File: src/design/spq_pkg.sv
package spq_pkg;

	typedef enum logic [1:0] {
		OP_ENQUEUE = 2'd0,
		OP_DEQUEUE = 2'd1,
		OP_PEEK    = 2'd2
	} op_t;

	typedef enum logic [1:0] {
		ST_OK    = 2'd0,
		ST_FULL  = 2'd1,
		ST_EMPTY = 2'd2
	} status_t;

	typedef struct packed {
		logic enq;
		logic deq;
	} cell_ctrl_t;

endpackage

File: src/design/spq_if.sv
interface spq_req_if #(
	parameter int PRIORITY_BITS = 16,
	parameter int PAYLOAD_BITS  = 32
);
	logic                            valid;
	logic                            ready;
	logic [1:0]                      operation;
	logic signed [PRIORITY_BITS-1:0] new_priority;
	logic [PAYLOAD_BITS-1:0]         new_payload;

	modport source (output valid, output operation, output new_priority,
		output new_payload, input ready);
	modport sink (input valid, input operation, input new_priority,
		input new_payload, output ready);
endinterface

interface spq_rsp_if #(
	parameter int PRIORITY_BITS = 16,
	parameter int PAYLOAD_BITS  = 32,
	parameter int COUNT_BITS    = 4
);
	logic                            valid;
	logic                            ready;
	logic [1:0]                      status;
	logic signed [PRIORITY_BITS-1:0] head_priority;
	logic [PAYLOAD_BITS-1:0]         head_payload;
	logic [COUNT_BITS-1:0]           entry_count;

	modport source (output valid, output status, output head_priority,
		output head_payload, output entry_count, input ready);
	modport sink (input valid, input status, input head_priority,
		input head_payload, input entry_count, output ready);
endinterface

File: src/design/sorted_priority_queue.sv
// A result beat is registered and appears in the cycle after its request beat is accepted.
// Throughput: one operation per cycle while results are taken; every cell compares and shifts at once.
// A request beat enters only when no result is held or the held result is
// taken in the same cycle; a stalled result stalls the request side.
// Reset clears the entry count and the result valid; slot contents are not
// cleared, and only slots below the count are ever read.
module sorted_priority_queue import spq_pkg::*; #(
	parameter int DEPTH         = 8,
	parameter int PAYLOAD_BITS  = 32,
	parameter int PRIORITY_BITS = 16
) (
	input logic clk,
	input logic arst_n,
	spq_req_if.sink   req,
	spq_rsp_if.source rsp
);

	localparam int CW = $clog2(DEPTH + 1);

	logic [CW-1:0]                   count_q;
	logic                            rsp_valid_q;
	status_t                         status_q;
	logic signed [PRIORITY_BITS-1:0] head_prio_q;
	logic [PAYLOAD_BITS-1:0]         head_data_q;

	logic                            accept;
	cell_ctrl_t                      ctrl;
	status_t                         status_d;
	logic                            show_head;
	logic [CW-1:0]                   count_d;

	logic                            after_w [DEPTH];
	logic signed [PRIORITY_BITS-1:0] prio_w  [DEPTH];
	logic [PAYLOAD_BITS-1:0]         data_w  [DEPTH];

	assign req.ready = !rsp_valid_q || rsp.ready;
	assign accept    = req.valid && req.ready;

	always_comb begin
		ctrl      = '0;
		status_d  = ST_OK;
		show_head = 1'b0;
		count_d   = count_q;
		unique case (op_t'(req.operation))
			OP_ENQUEUE: begin
				if (count_q == CW'(DEPTH)) begin
					status_d = ST_FULL;
				end else begin
					ctrl.enq = accept;
					count_d  = count_q + 1'b1;
				end
			end
			OP_DEQUEUE, OP_PEEK: begin
				if (count_q == '0) begin
					status_d = ST_EMPTY;
				end else begin
					show_head = 1'b1;
					if (op_t'(req.operation) == OP_DEQUEUE) begin
						ctrl.deq = accept;
						count_d  = count_q - 1'b1;
					end
				end
			end
			default: begin
			end
		endcase
	end

	genvar i;
	generate
		for (i = 0; i < DEPTH; i++) begin : g_cell
			logic                            occ;
			logic                            l_after;
			logic signed [PRIORITY_BITS-1:0] l_prio;
			logic [PAYLOAD_BITS-1:0]         l_data;
			logic signed [PRIORITY_BITS-1:0] r_prio;
			logic [PAYLOAD_BITS-1:0]         r_data;

			assign occ = count_q > CW'(i);

			if (i == 0) begin : g_first
				assign l_after = 1'b0;
				assign l_prio  = '0;
				assign l_data  = '0;
			end else begin : g_mid
				assign l_after = after_w[i-1];
				assign l_prio  = prio_w[i-1];
				assign l_data  = data_w[i-1];
			end

			if (i == DEPTH - 1) begin : g_last
				assign r_prio = prio_w[i];
				assign r_data = data_w[i];
			end else begin : g_inner
				assign r_prio = prio_w[i+1];
				assign r_data = data_w[i+1];
			end

			spq_cell #(
				.PRIORITY_BITS (PRIORITY_BITS),
				.PAYLOAD_BITS  (PAYLOAD_BITS)
			) u_cell (
				.clk        (clk),
				.ctrl       (ctrl),
				.occupied   (occ),
				.new_prio   (req.new_priority),
				.new_data   (req.new_payload),
				.left_after (l_after),
				.left_prio  (l_prio),
				.left_data  (l_data),
				.right_prio (r_prio),
				.right_data (r_data),
				.after      (after_w[i]),
				.prio_q     (prio_w[i]),
				.data_q     (data_w[i])
			);
		end
	endgenerate

	always_ff @(posedge clk or negedge arst_n) begin
		if (!arst_n) begin
			count_q     <= '0;
			rsp_valid_q <= 1'b0;
		end else begin
			if (accept) begin
				count_q     <= count_d;
				rsp_valid_q <= 1'b1;
			end else if (rsp.ready) begin
				rsp_valid_q <= 1'b0;
			end
		end
	end

	always_ff @(posedge clk) begin
		if (accept) begin
			status_q    <= status_d;
			head_prio_q <= show_head ? prio_w[0] : '0;
			head_data_q <= show_head ? data_w[0] : '0;
		end
	end

	assign rsp.valid         = rsp_valid_q;
	assign rsp.status        = status_q;
	assign rsp.head_priority = head_prio_q;
	assign rsp.head_payload  = head_data_q;
	assign rsp.entry_count   = count_q;

endmodule

File: src/design/spq_cell.sv
module spq_cell import spq_pkg::*; #(
	parameter int PRIORITY_BITS = 16,
	parameter int PAYLOAD_BITS  = 32
) (
	input  logic                            clk,
	input  cell_ctrl_t                      ctrl,
	input  logic                            occupied,
	input  logic signed [PRIORITY_BITS-1:0] new_prio,
	input  logic [PAYLOAD_BITS-1:0]         new_data,
	input  logic                            left_after,
	input  logic signed [PRIORITY_BITS-1:0] left_prio,
	input  logic [PAYLOAD_BITS-1:0]         left_data,
	input  logic signed [PRIORITY_BITS-1:0] right_prio,
	input  logic [PAYLOAD_BITS-1:0]         right_data,
	output logic                            after,
	output logic signed [PRIORITY_BITS-1:0] prio_q,
	output logic [PAYLOAD_BITS-1:0]         data_q
);

	assign after = !occupied || (new_prio < prio_q);

	always_ff @(posedge clk) begin
		if (ctrl.enq && after) begin
			// shift back behind the new entry, or take it here
			prio_q <= left_after ? left_prio : new_prio;
			data_q <= left_after ? left_data : new_data;
		end else if (ctrl.deq) begin
			prio_q <= right_prio;
			data_q <= right_data;
		end
	end

endmodule
File: src/flat_wrapper.sv
// flat-port wrapper written by rule: the top's interface ports become plain ports
module sorted_priority_queue_flat import spq_pkg::*;
#(
	parameter int DEPTH         = 8,
	parameter int PAYLOAD_BITS  = 32,
	parameter int PRIORITY_BITS = 16
)
  (clk, arst_n, req_valid, req_operation, req_new_priority, req_new_payload, req_ready, rsp_valid, rsp_status, rsp_head_priority, rsp_head_payload, rsp_entry_count, rsp_ready);
  spq_req_if #(.PRIORITY_BITS(PRIORITY_BITS), .PAYLOAD_BITS(PAYLOAD_BITS)) req_i ();
  spq_rsp_if #(.PRIORITY_BITS(PRIORITY_BITS), .PAYLOAD_BITS(PAYLOAD_BITS)) rsp_i ();
  input logic clk;
  input logic arst_n;
  input wire logic [$bits(req_i.valid)-1:0] req_valid;
  input wire logic [$bits(req_i.operation)-1:0] req_operation;
  input wire logic [$bits(req_i.new_priority)-1:0] req_new_priority;
  input wire logic [$bits(req_i.new_payload)-1:0] req_new_payload;
  output wire logic [$bits(req_i.ready)-1:0] req_ready;
  output wire logic [$bits(rsp_i.valid)-1:0] rsp_valid;
  output wire logic [$bits(rsp_i.status)-1:0] rsp_status;
  output wire logic [$bits(rsp_i.head_priority)-1:0] rsp_head_priority;
  output wire logic [$bits(rsp_i.head_payload)-1:0] rsp_head_payload;
  output wire logic [$bits(rsp_i.entry_count)-1:0] rsp_entry_count;
  input wire logic [$bits(rsp_i.ready)-1:0] rsp_ready;
  assign req_i.valid = req_valid;
  assign req_i.operation = req_operation;
  assign req_i.new_priority = req_new_priority;
  assign req_i.new_payload = req_new_payload;
  assign req_ready = req_i.ready;
  assign rsp_valid = rsp_i.valid;
  assign rsp_status = rsp_i.status;
  assign rsp_head_priority = rsp_i.head_priority;
  assign rsp_head_payload = rsp_i.head_payload;
  assign rsp_entry_count = rsp_i.entry_count;
  assign rsp_i.ready = rsp_ready;
  sorted_priority_queue #(.DEPTH(DEPTH), .PAYLOAD_BITS(PAYLOAD_BITS), .PRIORITY_BITS(PRIORITY_BITS)) u_core (.clk(clk), .arst_n(arst_n), .req(req_i), .rsp(rsp_i));
endmodule
File: config.mk
export PLATFORM = sky130hd
export DESIGN_NAME = sorted_priority_queue_flat
export DESIGN_NICKNAME = d
export VERILOG_FILES = /design/src/design/spq_pkg.sv /design/src/design/spq_if.sv /design/src/design/sorted_priority_queue.sv /design/src/design/spq_cell.sv /design/src/flat_wrapper.sv
export SDC_FILE = /design/constraint.sdc
export NUM_CORES = 1
export LEC_CHECK = 0
export BUFFER_PORTS_ARGS = -buffer_cell sky130_fd_sc_hd__buf_2
export CORE_UTILIZATION = 50
export CTS_CLUSTER_DIAMETER = 120
export DETAILED_ROUTE_END_ITERATION = 8
export PLACE_DENSITY = 0.73
export SYNTH_ARGS = -nofsm -noshare
export SYNTH_HDL_FRONTEND = slang
export SYNTH_SLANG_ARGS = --single-unit
File: constraint.sdc
create_clock -name clk -period 4.8 [get_ports clk]
set_input_delay 0.72 -clock clk [delete_from_list [all_inputs] [get_ports clk]]
set_output_delay 0.72 -clock clk [all_outputs]
set_load 0.01 [all_outputs]
==> results of run 1 <==
-- Yosys cell counts (27+ instances only) --
cell / count
nand2_1: 27
o22a_1: 48
mux2i_1: 871
clkbuf_1: 141
o221a_2: 45
ha_1: 128
inv_1: 134
mux2_2: 336
nor4_1: 47
o21ai_0: 63
a311oi_1: 47
buf_2: 67
and3_1: 50
a21oi_1: 36
edfxtp_1: 434
-- cell usage in the layout, fill, tap and decap left out, types with 5 or more instances in the layout --
master / instances
mux2i_1: 865
a31oi_1: 7
o22a_1: 48
clkinv_1: 12
buf_4: 57
nand2_2: 10
dfrtp_1: 5
nand2b_1: 10
a21oi_1: 35
o21ai_0: 62
buf_2: 109
nor2_1: 24
mux2i_4: 7
a311oi_1: 47
edfxtp_1: 434
clkbuf_1: 13
o221a_2: 45
clkinv_2: 8
nand2_1: 14
ha_1: 125
mux2_2: 336
nor3_1: 5
nor4_1: 47
o21ai_4: 5
clkbuf_16: 51
o21a_1: 8
a21o_1: 20
nand4_1: 12
nand3_1: 17
inv_1: 134
buf_12: 11
and3_1: 50
-- where the power goes --
part           internal, mW  switching, mW  leakage [nW]
sequential             4.69          0.253          4.05
combinational          2.70           3.41          10.8
clock                  2.06           1.65         0.742
total                  9.45           5.31          15.6
-- worst paths after layout --
| kind | start | end | cells past startpoint |
|---|---|---|---|
| setup / recovery | u_core.g_cell[5].u_cell.prio_q[1] | u_core.g_cell[5].u_cell.data_q[27] | 8 |
| hold / removal | req_valid | u_core.rsp.valid | 2 |
| max in group asynchronous | arst_n | u_core.rsp.entry_count[3] | 2 |
| hold reg to reg | u_core.rsp.valid | u_core.rsp.valid | 2 |
| setup reg to reg | u_core.g_cell[5].u_cell.prio_q[1] | u_core.g_cell[5].u_cell.data_q[27] | 8 |
| min in group asynchronous | arst_n | u_core.rsp.entry_count[1] | 2 |
-- per-layer routing --
metal	routed length, um	track usage [%]	up-vias
met2	44330	46.01	899
met4	2327	8.876	0
met3	5524	3.369	164
li1	-	-	10361
met1	37540	33.93	11750
met5	0	0	-
-- metrics by stage --
stage / hold slack (ns) / instance area, um2 / setup slack (ns) / power, mW
after detailed placement: 0.5159 / 33990 / 0.7253 / 11.02
after CTS: 0.3093 / 35520 / 1.229 / 14.71
after global routing: 0.3578 / 35530 / 1.025 / 15.30
final: 0.3348 / 35530 / 1.110 / 14.76
after global placement: 0.4964 / 33990 / 0.7476 / 10.80
after floorplan: 0.4244 / 32620 / 0.4785 / 9.428
-- worst reg2reg max path, stage by stage, from the launching register on --
cell and delay (ns):
edfxtp_1 0.45, inv_1 0.11, ha_1 0.22, a2111oi_0 0.92, o31ai_1 0.17, a211o_2 0.39, mux2i_4 0.37, buf_4 0.41
mux2_2 0.39
-- flip-flops by register name, indices dropped and copies added (netlist names) --
signal,count
u_core.g_cell.u_cell.data_q,256
u_core.g_cell.u_cell.prio_q,128
u_core.rsp.head_payload,32
u_core.rsp.head_priority,16
u_core.rsp.entry_count,4
u_core.rsp.status,2
u_core.rsp.valid,1
-- final cells by class --
cell class / instances / area [um2]
Fill cell: 5390 / 28940
Multi-Input combinational cell: 1865 / 18070
Sequential cell: 439 / 13160
Clock buffer: 68 / 1380
Timing Repair Buffer: 178 / 1204
Tap cell: 855 / 1070
Inverter: 134 / 503.0
Clock inverter: 24 / 138.9
Antenna cell: 2 / 5.005
-- cells by family after synthesis --
logic type | after synthesis | share of synthesized area, %
mux | 1208 | 38.41
flops | 439 | 40.35
buf+inv | 388 | 5.138
compound gates | 312 | 7.429
simple gates | 213 | 3.653
fa+ha+maj | 128 | 4.912
xor+xnor | 4 | 0.1075
==> impl_metrics.env, run 1 <==
export IMPL_synth_cell_type_count=55
export IMPL_crit_arrival_ns=4.04
export IMPL_slew_violations=0
export IMPL_synth_edff_count=434
export IMPL_hold_path_class="in2reg"
export IMPL_grt_overflow=0
export IMPL_path_class="reg2reg"
export IMPL_path_clk_slew_ns=0.06
export IMPL_fmax_ghz=0.2710
export IMPL_rsz0062_at_grt="false"
export IMPL_crit_family="compound AO/OA/AOI/OAI gates"
export IMPL_die_h_um=257.4
export IMPL_worst_pin_slew_ns=1.086
export IMPL_grt_pass1_vias=23696
export IMPL_min_period_over_period_pct=76.87
export IMPL_grt_max_degree=100
export IMPL_power_leakage_nw=15.56
export IMPL_cp_required_ns=5.15
export IMPL_dp_cells=3470
export IMPL_clock_sinks=439
export IMPL_track_usage_pct=26.49
export IMPL_ant_nets=0
export IMPL_grt_pass1_wl_um=138500
export IMPL_slowest_stage="a2111oi_0"
export IMPL_crit_path_end_kind="flip-flop"
export IMPL_critPathMaxFanout=18
export IMPL_synth_top_cell_by_area="edfxtp_1"
export IMPL_port_buffers=109
export IMPL_final_setup_tns_ns=0
export IMPL_cts_root_buf="clkbuf_16"
export IMPL_synth_top_cell_area_share_pct=39.97
export IMPL_final_util_pct=55.11
export IMPL_power_density_nw_per_um2=415.6
export IMPL_async_flop_share_pct=1.139
export IMPL_cts_made_buffers=50
export IMPL_ys_warn_count=0
export IMPL_synth_area_top_cells="edfxtp_1, mux2i_1, mux2_2, ha_1, clkbuf_1"
export IMPL_remaining_drc_errors=0
export IMPL_syn_instance_count=2692
export IMPL_place_gp_congestion=0.8871
export IMPL_worstPathCellList="inv_1, ha_1, a2111oi_0, o31ai_1, a211o_2, mux2i_4, buf_4, mux2_2"
export IMPL_dieArea_um2=66240
export IMPL_cts_tree="done"
export IMPL_instances_no_fill=3565
export IMPL_path_buf_inv=2
export IMPL_synth_flop_cell="edfxtp_1"
export IMPL_ys_ff_latch=439
export IMPL_routedWlPerCell_um=25.17
export IMPL_io_pins=110
export IMPL_maxCapViolations=0
export IMPL_drt_pass1_iterations=6
export IMPL_finalCriticalPeriod_ns=3.690
export IMPL_rows=93
export IMPL_dr_total_vias=23174
export IMPL_final_net_count=2850
export IMPL_yosysSeqAreaShare_pct=40.35
export IMPL_setup_viol=0
export IMPL_status="complete, no violations"
export IMPL_syn_nets=2874
export IMPL_postCtsSetupRepairBufs=0
export IMPL_start_kind="flip-flop"
export IMPL_skew_ns=0.02496
export IMPL_slew_headroom_pct=25.73
export IMPL_drt_iter0_drc=2171
export IMPL_synth_area_per_cell_um2=12.11
export IMPL_coreArea_um2=64460
export IMPL_ff2ff_setup_slack_ns=1.11
export IMPL_viasPerCell=6.500
export IMPL_drt_wl_total_um=89720
export IMPL_syn_cell_area_um2=32610
export IMPL_peakVddDrop_mv=0.3492
export IMPL_die_width_um=257.4
export IMPL_start_util_pct=50.58
export IMPL_antenna_found_initial=2
export IMPL_cts_hold_buf=1
export IMPL_cp_slowest_stage_delay_ns=0.92
export IMPL_hold_viol=0
export IMPL_insertion_delay_ns=0.61
export IMPL_drive_above_1_share_pct=24.89
export IMPL_dpl_hpwl_um=55850
export IMPL_cts_max_path_buffers=3
export IMPL_syn2layout_area_growth_pct=8.948
export IMPL_cts_resized=0
export IMPL_cts_max_level=2
Note: power is estimated with default switching activity, not from simulation.
==> run 2: changes to the inputs <==
--- a/config.mk
+++ b/config.mk
@@ -9,7 +9,7 @@
 export CORE_UTILIZATION = 50
 export CTS_CLUSTER_DIAMETER = 120
 export DETAILED_ROUTE_END_ITERATION = 8
-export PLACE_DENSITY = 0.73
+export PLACE_DENSITY = 0.7
 export SYNTH_ARGS = -nofsm -noshare
 export SYNTH_HDL_FRONTEND = slang
 export SYNTH_SLANG_ARGS = --single-unit
==> constraint.sdc (replaced) <==
create_clock -name clk -period 3.6 [get_ports clk]
set_input_delay 0.54 -clock clk [delete_from_list [all_inputs] [get_ports clk]]
set_output_delay 0.54 -clock clk [all_outputs]
set_load 0.01 [all_outputs]
==> run 2 against run 1 <==
Effect of this change:
- final area is 2.5% higher
- non-clock buffer count grew 46
- via count increased by 0.26%
- sequential share of layout area fell by 0.92 points
- worst hold slack worse by 0.16 ns
- clock-buffer cell count shrank 1
- final cell count rose by 1.3%
- sequential power is 33% higher
- first-iteration DRC count down 16%
- critical endpoint is now u_core.g_cell[7].u_cell.data_q[25]
- highest routed layer unchanged
==> impl_metrics.env, run 2 (synthesis gave the netlist of run 1 again) <==
export IMPL_status="complete, no violations"
export IMPL_grt_overflow=0
export IMPL_postLayoutCellArea_um2=36430
export IMPL_hold_path_class="in2reg"
export IMPL_dpl_hpwl_um=56780
export IMPL_worst_slack_ns=0.3627
export IMPL_drt_wl_total_um=89350
export IMPL_critPathMaxFanout=47
export IMPL_cts_tree="done"
export IMPL_ant_nets=0
export IMPL_crit_path_end_kind="flip-flop"
export IMPL_slowest_stage="or4_1"
export IMPL_clock_sinks=439
export IMPL_instances_no_fill=3613
export IMPL_skew_ns=0.03241
export IMPL_grt_pass1_vias=23894
export IMPL_hold_viol=0
export IMPL_fmax_ghz=0.3089
export IMPL_die_h_um=257.4
export IMPL_place_gp_congestion=0.9030
export IMPL_drt_iter0_drc=1834
export IMPL_finalCriticalPeriod_ns=3.237
export IMPL_final_setup_tns_ns=0
export IMPL_track_usage_pct=26.42
export IMPL_rows=93
export IMPL_num_antenna_cells=0
export IMPL_dieArea_um2=66240
export IMPL_regMostFlops="u_core.g_cell.u_cell.data_q"
export IMPL_io_pins=110
export IMPL_maxCapViolations=0
export IMPL_path_buf_inv=2
export IMPL_syn2layout_area_growth_pct=11.71
export IMPL_worst_pin_slew_ns=1.015
export IMPL_hold_ws_ns=0.1726
export IMPL_start_kind="flip-flop"
export IMPL_place_ws_ns=0.06686
export IMPL_peakVddDrop_mv=0.4985
export IMPL_path_class="reg2reg"
export IMPL_rsz0062_at_grt="false"
export IMPL_cts_made_buffers=51
export IMPL_finalPower_mw=20.19
export IMPL_power_density_nw_per_um2=554.3
export IMPL_min_period_over_period_pct=89.92
export IMPL_antenna_found_initial=0
export IMPL_worstPathCellList="inv_1, ha_2, nand4_1, or4_1, o311ai_4, buf_4, nor4_1, o21ai_0, o221a_2"
export IMPL_power_leakage_nw=16.02
export IMPL_largest_reg_flops=256
export IMPL_grt_pass1_wl_um=137900
export IMPL_cts_root_buf="clkbuf_16"
export IMPL_die_width_um=257.4
export IMPL_viasPerCell=6.431
export IMPL_cts_hold_buf=1
export IMPL_cp_slowest_stage_delay_ns=0.66
export IMPL_drt_pass1_iterations=5
export IMPL_port_buffers=109
export IMPL_remaining_drc_errors=0
export IMPL_setup_viol=0
export IMPL_postCtsSetupRepairBufs=0
export IMPL_routedWlPerCell_um=24.73
export IMPL_start_util_pct=50.58
export IMPL_slew_violations=0
export IMPL_cts_max_level=2
export IMPL_path_clk_slew_ns=0.06
export IMPL_drive_above_1_share_pct=26.43
export IMPL_crit_family="simple AND/OR/NAND/NOR gates"
export IMPL_dp_cells=3516
export IMPL_cts_max_path_buffers=3
export IMPL_coreArea_um2=64460
export IMPL_crit_arrival_ns=3.71
export IMPL_layout_commonest_cell="mux2i_1"
export IMPL_mostFrequentLayoutCells="mux2i_1, edfxtp_1, mux2_2, inv_1, ha_1"
export IMPL_dr_total_vias=23235
export IMPL_grt_max_degree=100
export IMPL_cp_required_ns=4.07
export IMPL_final_util_pct=56.51
export IMPL_placed_cell_area_um2=34760
export IMPL_cts_resized=0
export IMPL_final_net_count=2897
export IMPL_slew_headroom_pct=32.35
export IMPL_insertion_delay_ns=0.62
run 2: cell types whose count changed in the layout (fill, tap and decap cells not counted), moves of 2 or more:
cell / change
buf_12: +34
buf_4: +12
bufinv_16: +3
clkbuf_16: +2
clkbuf_8: -2
clkinv_1: -4
clkinv_2: +7
clkinvlp_4: -2
diode_2: -2
run 2: worst paths after layout:
path	from	endpoint	slack, ns	cells past startpoint
max in group asynchronous	arst_n	u_core.rsp.entry_count[0]	3.18	2
max	u_core.g_cell[6].u_cell.prio_q[14]	u_core.g_cell[7].u_cell.data_q[25]	0.36	9
min in group asynchronous	arst_n	u_core.rsp.entry_count[1]	0.29	2
min reg2reg	u_core.g_cell[7].u_cell.data_q[7]	u_core.g_cell[6].u_cell.data_q[7]	0.55	1
min	req_valid	u_core.rsp.valid	0.17	2
max reg2reg	u_core.g_cell[6].u_cell.prio_q[14]	u_core.g_cell[7].u_cell.data_q[25]	0.36	9
run 2: report_power, final:
part | switching [mW] | leakage, nW | internal (mW) | total (mW)
registers | 0.307 | 4.05 | 6.26 | 6.57
logic | 4.59 | 11.2 | 3.77 | 8.36
clock network | 2.24 | 0.823 | 3.02 | 5.26
run 2: layout make-up:
type	count	area, um2
Fill cell	5272	28040
Multi-Input combinational cell	1865	18070
Sequential cell	439	13160
Timing Repair Buffer	224	1974
Clock buffer	67	1399
Tap cell	855	1070
Inverter	134	503.0
Clock inverter	29	254.0
run 2: routing by layer:
metal	global-route usage, %	vias up	share of wire [%]
li1	-	10468	-
met1	34.38	11834	43
met2	45.03	782	49
met3	3.891	151	5.7
met4	8.514	0	2.5
met5	0	-	0
